`src/design/bdq_pkg.sv`:
```
// shared types and codes for the bounded deque core
// no dependencies; used by bdq_cell and bounded_deque_core
package bdq_pkg;

  localparam int unsigned WordW = 32;

  typedef enum logic [2:0] {
    OP_PUSH_FRONT = 3'd0,
    OP_PUSH_REAR  = 3'd1,
    OP_POP_FRONT  = 3'd2,
    OP_POP_REAR   = 3'd3,
    OP_TRAVERSE   = 3'd4
  } op_e;

  typedef enum logic [1:0] {
    ST_OK    = 2'd0,
    ST_OVER  = 2'd1,
    ST_UNDER = 2'd2
  } status_e;

  // one-hot shift command broadcast to every cell
  typedef struct packed {
    logic push_front;
    logic push_rear;
    logic pop_front;
    logic pop_rear;
    logic rotate;
  } cell_cmd_t;

endpackage

```
`src/design/bounded_deque_core.sv`:
```
// bounded double-ended queue of signed words built as a chain of shifting cells
// push/pop results are valid the cycle after input; one beat per cycle unless stalled
// traverse of n words blocks input until done, emitting one beat per cycle unless stalled
// single output register: a new input beat is taken in the cycle the waiting result leaves
// reset: async active low, clears cell occupied flags, count and output valid; queue empty
// depends on bdq_pkg and bdq_cell
module bounded_deque_core #(
  parameter int unsigned DEPTH = 16
) (
  input  logic        clk_i,
  input  logic        rst_ni,
  // input stream
  input  logic        s_axis_tvalid,
  output logic        s_axis_tready,
  input  logic [31:0] s_axis_tdata,  // [31:0] value
  input  logic [7:0]  s_axis_tuser,  // [2:0] operation, [7:3] zero pad
  // result stream
  output logic        m_axis_tvalid,
  input  logic        m_axis_tready,
  output logic [31:0] m_axis_tdata,  // [31:0] data
  output logic [7:0]  m_axis_tuser,  // [1:0] status, [2] data_valid, [7:3] zero pad
  output logic        m_axis_tlast   // last
);

  // count holds 0..DEPTH
  localparam int unsigned CW = $clog2(DEPTH + 1);

  typedef enum logic {
    S_IDLE,
    S_TRAV
  } state_e;

  state_e                           state_q;
  logic [CW-1:0]                    count_q;
  logic [CW-1:0]                    tidx_q;   // traverse position from the front

  // output register
  logic                             out_vld_q;
  logic signed [bdq_pkg::WordW-1:0] out_data_q;
  bdq_pkg::status_e                 out_status_q;
  logic                             out_dvld_q;
  logic                             out_last_q;

  // cell chain
  logic signed [bdq_pkg::WordW-1:0] cell_word [DEPTH];
  logic signed [bdq_pkg::WordW-1:0] cell_tap  [DEPTH];
  logic [DEPTH-1:0]                 cell_vld;
  logic signed [bdq_pkg::WordW-1:0] rear_word;
  bdq_pkg::cell_cmd_t               cmd;

  logic                             out_free;
  logic                             out_load;
  logic                             in_beat;
  logic                             is_full;
  logic                             is_empty;
  logic                             trav_step;
  logic                             trav_last;
  bdq_pkg::op_e                     op;
  logic signed [bdq_pkg::WordW-1:0] in_value;

  assign op       = bdq_pkg::op_e'(s_axis_tuser[2:0]);
  assign in_value = s_axis_tdata;

  assign out_free      = !out_vld_q || m_axis_tready;
  assign s_axis_tready = (state_q == S_IDLE) && out_free;
  assign in_beat       = s_axis_tvalid && s_axis_tready;
  assign is_full       = (count_q == CW'(DEPTH));
  assign is_empty      = (count_q == '0);
  assign trav_step     = (state_q == S_TRAV) && out_free;
  assign trav_last     = ((tidx_q + CW'(1)) == count_q);

  // a result beat is loaded this cycle
  always_comb begin
    out_load = trav_step;
    if (in_beat) begin
      unique case (op)
        bdq_pkg::OP_PUSH_FRONT,
        bdq_pkg::OP_PUSH_REAR,
        bdq_pkg::OP_POP_FRONT,
        bdq_pkg::OP_POP_REAR:  out_load = 1'b1;
        bdq_pkg::OP_TRAVERSE:  out_load = is_empty;
        default:               out_load = 1'b0;
      endcase
    end
  end

  // the rear cell is the only one with a nonzero tap
  always_comb begin
    rear_word = '0;
    for (int i = 0; i < DEPTH; i++) begin
      rear_word = rear_word | cell_tap[i];
    end
  end

  // chain command for this cycle
  always_comb begin
    cmd = '0;
    if (in_beat) begin
      unique case (op)
        bdq_pkg::OP_PUSH_FRONT: cmd.push_front = !is_full;
        bdq_pkg::OP_PUSH_REAR:  cmd.push_rear  = !is_full;
        bdq_pkg::OP_POP_FRONT:  cmd.pop_front  = !is_empty;
        bdq_pkg::OP_POP_REAR:   cmd.pop_rear   = !is_empty;
        default: ;
      endcase
    end
    if (trav_step) begin
      cmd.rotate = 1'b1;
    end
  end

  // cell 0 sees the input value on its left, the last cell sees an empty slot on its right
  for (genvar g = 0; g < DEPTH; g++) begin : g_cell
    logic signed [bdq_pkg::WordW-1:0] left_word;
    logic                             left_vld;
    logic signed [bdq_pkg::WordW-1:0] right_word;
    logic                             right_vld;

    if (g == 0) begin : g_first
      assign left_word = in_value;
      assign left_vld  = 1'b1;
    end else begin : g_mid_l
      assign left_word = cell_word[g-1];
      assign left_vld  = cell_vld[g-1];
    end

    if (g == DEPTH - 1) begin : g_last
      assign right_word = '0;
      assign right_vld  = 1'b0;
    end else begin : g_mid_r
      assign right_word = cell_word[g+1];
      assign right_vld  = cell_vld[g+1];
    end

    bdq_cell u_cell (
      .clk_i        (clk_i),
      .rst_ni       (rst_ni),
      .cmd_i        (cmd),
      .value_i      (in_value),
      .left_word_i  (left_word),
      .left_vld_i   (left_vld),
      .right_word_i (right_word),
      .right_vld_i  (right_vld),
      .front_word_i (cell_word[0]),
      .word_o       (cell_word[g]),
      .vld_o        (cell_vld[g]),
      .tap_o        (cell_tap[g])
    );
  end

  // control state, count and output register
  always_ff @(posedge clk_i or negedge rst_ni) begin
    if (!rst_ni) begin
      state_q      <= S_IDLE;
      count_q      <= '0;
      tidx_q       <= '0;
      out_vld_q    <= 1'b0;
      out_data_q   <= '0;
      out_status_q <= bdq_pkg::ST_OK;
      out_dvld_q   <= 1'b0;
      out_last_q   <= 1'b0;
    end else begin
      // a loaded beat stays until the sink takes it
      out_vld_q <= out_load || (out_vld_q && !m_axis_tready);
      unique case (state_q)
        S_IDLE: begin
          if (in_beat) begin
            unique case (op)
              bdq_pkg::OP_PUSH_FRONT,
              bdq_pkg::OP_PUSH_REAR: begin
                out_data_q   <= '0;
                out_dvld_q   <= 1'b0;
                out_last_q   <= 1'b1;
                if (is_full) begin
                  out_status_q <= bdq_pkg::ST_OVER;
                end else begin
                  out_status_q <= bdq_pkg::ST_OK;
                  count_q      <= count_q + CW'(1);
                end
              end
              bdq_pkg::OP_POP_FRONT,
              bdq_pkg::OP_POP_REAR: begin
                out_last_q <= 1'b1;
                if (is_empty) begin
                  out_status_q <= bdq_pkg::ST_UNDER;
                  out_data_q   <= '0;
                  out_dvld_q   <= 1'b0;
                end else begin
                  out_status_q <= bdq_pkg::ST_OK;
                  out_data_q   <= (op == bdq_pkg::OP_POP_FRONT) ? cell_word[0] : rear_word;
                  out_dvld_q   <= 1'b1;
                  count_q      <= count_q - CW'(1);
                end
              end
              bdq_pkg::OP_TRAVERSE: begin
                if (is_empty) begin
                  out_status_q <= bdq_pkg::ST_UNDER;
                  out_data_q   <= '0;
                  out_dvld_q   <= 1'b0;
                  out_last_q   <= 1'b1;
                end else begin
                  state_q <= S_TRAV;
                  tidx_q  <= '0;
                end
              end
              default: ;  // unused opcodes produce no beat
            endcase
          end
        end
        S_TRAV: begin
          if (trav_step) begin
            out_status_q <= bdq_pkg::ST_OK;
            out_data_q   <= cell_word[0];
            out_dvld_q   <= 1'b1;
            out_last_q   <= trav_last;
            tidx_q       <= tidx_q + CW'(1);
            if (trav_last) begin
              state_q <= S_IDLE;
            end
          end
        end
        default: state_q <= S_IDLE;
      endcase
    end
  end

  assign m_axis_tvalid = out_vld_q;
  assign m_axis_tdata  = out_data_q;
  assign m_axis_tuser  = {5'b0, out_dvld_q, out_status_q};
  assign m_axis_tlast  = out_last_q;

`ifndef SYNTHESIS
  // occupancy never exceeds the cell count
  a_count_bound: assert property (@(posedge clk_i) disable iff (!rst_ni)
    count_q <= CW'(DEPTH))
    else $error("deque count above depth");

  // occupied flags in the chain agree with the count
  a_count_match: assert property (@(posedge clk_i) disable iff (!rst_ni)
    $countones(cell_vld) == int'(count_q))
    else $error("cell occupancy disagrees with count");

  // a traverse only runs over a nonempty queue and within it
  a_trav_range: assert property (@(posedge clk_i) disable iff (!rst_ni)
    state_q == S_TRAV |-> (count_q != '0) && (tidx_q < count_q))
    else $error("traverse position out of range");

  // no new input while a traverse is emitting
  a_trav_block: assert property (@(posedge clk_i) disable iff (!rst_ni)
    state_q == S_TRAV |-> !s_axis_tready)
    else $error("input accepted during traverse");

  // the count is only touched by an input beat
  a_count_stable: assert property (@(posedge clk_i) disable iff (!rst_ni)
    !in_beat |=> $stable(count_q))
    else $error("count changed without input beat");
`endif

endmodule

```
`src/design/bdq_cell.sv`:
```
// one storage cell of the deque chain: a word and its occupied flag
// depends on bdq_pkg for the command struct and word width
module bdq_cell (
  input  logic                            clk_i,
  input  logic                            rst_ni,
  input  bdq_pkg::cell_cmd_t              cmd_i,
  input  logic signed [bdq_pkg::WordW-1:0] value_i,
  input  logic signed [bdq_pkg::WordW-1:0] left_word_i,
  input  logic                            left_vld_i,
  input  logic signed [bdq_pkg::WordW-1:0] right_word_i,
  input  logic                            right_vld_i,
  input  logic signed [bdq_pkg::WordW-1:0] front_word_i,
  output logic signed [bdq_pkg::WordW-1:0] word_o,
  output logic                            vld_o,
  output logic signed [bdq_pkg::WordW-1:0] tap_o
);

  logic signed [bdq_pkg::WordW-1:0] word_q, word_d;
  logic                             vld_q, vld_d;

  always_comb begin
    word_d = word_q;
    vld_d  = vld_q;
    priority if (cmd_i.push_front) begin
      word_d = left_word_i;
      vld_d  = left_vld_i;
    end else if (cmd_i.push_rear) begin
      // first free cell after the occupied run
      if (!vld_q && left_vld_i) begin
        word_d = value_i;
        vld_d  = 1'b1;
      end
    end else if (cmd_i.pop_front) begin
      word_d = right_word_i;
      vld_d  = right_vld_i;
    end else if (cmd_i.pop_rear) begin
      if (vld_q && !right_vld_i) begin
        vld_d = 1'b0;
      end
    end else if (cmd_i.rotate) begin
      // front word wraps around into the rear cell
      if (vld_q) begin
        word_d = right_vld_i ? right_word_i : front_word_i;
      end
    end else begin
      // no command: cell holds
    end
  end

  always_ff @(posedge clk_i or negedge rst_ni) begin
    if (!rst_ni) begin
      vld_q <= 1'b0;
    end else begin
      vld_q <= vld_d;
    end
  end

  always_ff @(posedge clk_i) begin
    word_q <= word_d;
  end

  assign word_o = word_q;
  assign vld_o  = vld_q;
  assign tap_o  = (vld_q && !right_vld_i) ? word_q : '0;

endmodule

```
`config.mk`:
```
export PLATFORM = sky130hd
export DESIGN_NAME = bounded_deque_core
export DESIGN_NICKNAME = d
export VERILOG_FILES = /design/src/design/bdq_pkg.sv /design/src/design/bounded_deque_core.sv /design/src/design/bdq_cell.sv
export SDC_FILE = /design/constraint.sdc
export NUM_CORES = 2
export LEC_CHECK = 0
export ABC_AREA = 1
export BUFFER_PORTS_ARGS = -buffer_cell sky130_fd_sc_hd__buf_2
export CAP_MARGIN = 20
export CORE_ASPECT_RATIO = 1.25
export CORE_UTILIZATION = 35
export DETAILED_ROUTE_END_ITERATION = 10
export GPL_TIMING_DRIVEN = 0
export PLACE_DENSITY = 0.54
export SLEW_MARGIN = 20
export SYNTH_ARGS = -nofsm -noshare
export SYNTH_HDL_FRONTEND = slang
export SYNTH_HIERARCHICAL = 1
export SYNTH_SLANG_ARGS = --single-unit
export TNS_END_PERCENT = 10
```
`constraint.sdc`:
```
create_clock -name clk_i -period 8.57 [get_ports clk_i]
set_input_delay 0.857 -clock clk_i [delete_from_list [all_inputs] [get_ports clk_i]]
set_output_delay 0.857 -clock clk_i [all_outputs]
set_load 0.02 [all_outputs]
```
# Word level (Yosys, flattened, before mapping)
# Index checks and enable logic that the tools add are counted.
# totals
ff_bits	576
in_bits	44
out_inout_bits	43
word_cells	489
# op_classes
addsub	3
eq_ne	32
n_mux	283
n_bitwise	16
n_reduce_logical	115
# op_table
op	count
$mux W32	148
$or A32 B32 Y32	15
$reduce_bool A4 Y1	33
$mux W1	112
$pmux W32 S3	1
$reduce_and A4 Y1	18
$pmux W32 S2	1
$ne A3 B1 Y1 const B	15
$reduce_and A3 Y1	14
$mux W5	6
$pmux W5 S2	2
$logic_and A1 B1 Y1	19
$logic_not A1 Y1	19
$add A5 B1 Y5 const B	2
$pmux W1 S2	5
$reduce_and A5 Y1	2
$mux W2	4
$ne A2 B2 Y1 const B	4
$ne A4 B1 Y1 const B	2
$eq A3 B2 Y1 const B	2
$ne A3 B3 Y1 const B	2
$pmux W2 S3	1
$eq A5 B5 Y1	1
$eq A5 B5 Y1 const B	1
16 further kinds	20

# Depth between registers and ports, before layout
# logic_depth
depth_word	23
ltp_mapped	13

# By module
# The synthesis kept the hierarchy.
# by_module_without_submodules
module	n_inst	cells_each	area_each_um2	seq_area_each_um2
bdq_cell	16	337	2377.3	985.9
bounded_deque_core	1	930	4967.3	1201.2

# Worst setup path before layout
# OpenSTA, ideal clock, no wires.
# synth_path
kind	input to register
start	in s_axis_tuser[0]
end	reg g_cell[0].u_cell.word_q, in the netlist g_cell[0].u_cell/word_o[0], enable pin
t_arrival_ns	7.025
required_ns	8.100
path_slack_ns	1.074
cell_stages	6
path_cell_list	buf_6 buf_2 nand3_1 nor3_1 nor3_1 a21boi_0
# synth_lines
item	line	rtl
start, declared	bounded_deque_core.sv:16	input logic [7:0] s_axis_tuser,
end signal, assigned	bdq_cell.sv:59	word_q <= word_d;
end, declared	bdq_cell.sv:18	logic signed [bdq_pkg::WordW-1:0] word_q, word_d;

==> flow_summary.toml <==
[outcome]
status = "finished with violations"
failed_checks = "DRC"

[logic_synthesis]
seq_area_frac_synth_pct = 39.48
netlist_instances = 6322
synthArstFlopShare_pct = 11.11
synth_seq_cells = 576
synth_cell_type_count = 36
yosys_most_used_dff = "edfxtp_1"
avgSynthCellArea_um2 = 6.802
yosysWarnings = 6
syn_area_um2 = 43000
synth_enable_flop_cells = 512

[routing]
viasPerCell = 5.199
first_iter_violations = 3918
vias = 42550
drc_errors = 2
wl_um = 171100
postRouteAntennaNets = 0
dr.pass1.iters = 11
wl_per_cell_um = 20.91

[placed_design]
globalplace.congestion = 0.9250
portBuffers = 75
post-place-ws_ns = 4.113
hpwl_um = 136900

[setup_path]
r2r_slack_ns = 4.76
cp.arrival_ns = 4.17
worstSetupPathType = "reg -> reg"
crit_path_end_kind = "register"
cp_data_required_time_ns = 8.93
critPathLaunchType = "register"
cp_max_fo = 19

[cells_and_area]
layout_commonest_cell = "nand2_1"
drive_gt1_share_pct = 9.211
n_fill_cell = 12979
antenna_cells = 0
nNetsFinal = 6586
area_growth_pct = 12.80
final_cell_mix = "2003 x nand2_1, 849 x nor2_1, 643 x inv_1, 560 x nor3_1"
final_util_pct = 39.87

[floorplanning]
io_pins = 87
start_util_pct = 35.35
placeableCoreArea_um2 = 121700
rows = 143
die_h_um = 393.9
die_w_um = 315.5
dieArea_um2 = 124300

[clock_tree]
cts.sinks = 576
numCtsBuffers = 71
tritoncts = "built"
post_cts.repair.setup_buffers = 0
holdBufCountCts = 0
clk_pin_slew_ns = 0.05
cts_max_level = 3
clock_path_buffers = 3
post_cts_resized = 0
root_buffer = "clkbuf_16"
clk_latency_ns = 0.67

[sta]
hold-worst-slack_ns = 0.1759
drv_slew = 0
layout_worst_path_cycle_share_pct = 44.46
clock_skew_ns = 0.04093
setup_viol = 0
maxSlewHeadroom_pct = 21.33
fmax_mhz = 262.4
hold_viol = 0
rsz0062_at_grt = "no"
fin_crit_ns = 3.811
worst_slack_ns = 4.759
tns_ns = 0
tightestPinTransition_ns = 1.180

[grt]
grt_max_degree = 38
grtUsageMet2_pct = 46.69
grt-ovfl-total = 0
use_met1_pct = 33.20
globalRouteTotalUtil_pct = 27.17
grt_pass1_vias = 40505
top_usage_layer = "met2"
grt_pass1_wl_um = 255000
met3_usage_pct = 2.215
antenna_found_initial = 0

[power_and_ir_drop]
leakage_nw = 22.71
powerDensity_nw_per_um2 = 227.3
ir_drop_uv = 135.9

[worst_hold_path]
hp-class = "in -> async"

[job]
cap_violations = 0
[worst max-delay path, cell delays in order (launching register included)]
cell	delay [ns]
dfrtp_1	0.49
inv_2	0.14
nand2_1	0.08
nor2_1	0.16
inv_1	0.13
nor3_2	0.38
buf_4	0.27
buf_4	0.21
buf_4	0.21
buf_4	0.22
buf_4	0.22
nor3_1	0.10
a21boi_4	0.62
buf_16	0.24
[synth_stat cells (17+ instances only)]
master	count	share of area, %
o21ai_1	83	0.97
nor2_2	61	0.89
dfrtp_1	64	3.7
inv_1	643	5.6
nand3_1	95	1.1
clkbuf_1	102	0.89
edfxtp_1	512	36
nor2_1	850	7.4
nor2_4	18	0.47
buf_6	22	0.58
buf_2	259	3.0
nor3_1	563	6.6
a21oi_1	17	0.20
o21ai_0	440	5.1
nand2_1	2003	17
o21bai_1	512	8.9
[path summary, 6_finish.rpt]
kind | start | to | depth (start not counted)
min | rst_ni | m_axis_tdata[24] | 1
max | state_q | g_cell[5].u_cell/word_o[5] | 13
min in group clk_i | m_axis_tdata[17] | m_axis_tdata[17] | 2
min reg2reg | m_axis_tdata[17] | m_axis_tdata[17] | 2
max in group asynchronous | rst_ni | m_axis_tdata[4] | 2
max reg2reg | state_q | g_cell[5].u_cell/word_o[5] | 13
[power by group]
part	switching (W)	total, W	internal, W
Sequential	0.000512	0.00422	0.00371
Combinational	0.00254	0.00375	0.00121
Clock	0.00132	0.00305	0.00173
[layout make-up]
| class | instances | area (um^2) | share of cell area [%] |
|---|---|---|---|
| Buffer | 411 | 2077 | 4.282 |
| Multi-Input combinational cell | 4722 | 21840 | 45.03 |
| Timing Repair Buffer | 104 | 935.9 | 1.929 |
| Tap cell | 1595 | 1996 | 4.114 |
| Inverter | 651 | 2449 | 5.048 |
| Sequential cell | 576 | 16980 | 35.00 |
| Clock buffer | 95 | 1971 | 4.062 |
| Clock inverter | 31 | 264.0 | 0.5442 |
[cells by family after synthesis]
kind of cell	Yosys count	share of synthesized area (%)
adder cells (fa/ha/maj)	5	0.1629
other	2	0.01746
AO/OA/AOI/OAI	1069	15.52
XOR/XNOR	4	0.08148
flip-flops	576	39.48
AND/OR/NAND/NOR	3604	34.22
buffers and inverters	1062	10.52
[per-layer routing]
| metal | up-vias | part of all wire, % |
|---|---|---|
| met5 | - | 0 |
| met4 | 0 | 6.0 |
| met3 | 370 | 5.1 |
| met2 | 1460 | 49 |
| met1 | 19933 | 40 |
| li1 | 20787 | - |
[stage by stage]
step	total power [W]	cell area [um^2]	std cells
final	0.01103	48510	8185
after global routing	0.01160	48510	8185
after CTS	0.01108	48500	8184
after detailed placement	0.007994	46260	8058
after global placement	0.007894	45520	8030
after floorplan	0.006465	43150	6360
[registers in the layout, indices dropped and copies added (netlist names)]
register	cells
tidx_q	5
out_dvld_q	1
m_axis_tvalid	1
m_axis_tdata	32
m_axis_tlast	1
count_q	5
g_cell.u_cell/vld_o	16
out_status_q	2
g_cell.u_cell/word_o	512
state_q	1
Power figures use the tool's default switching activity.
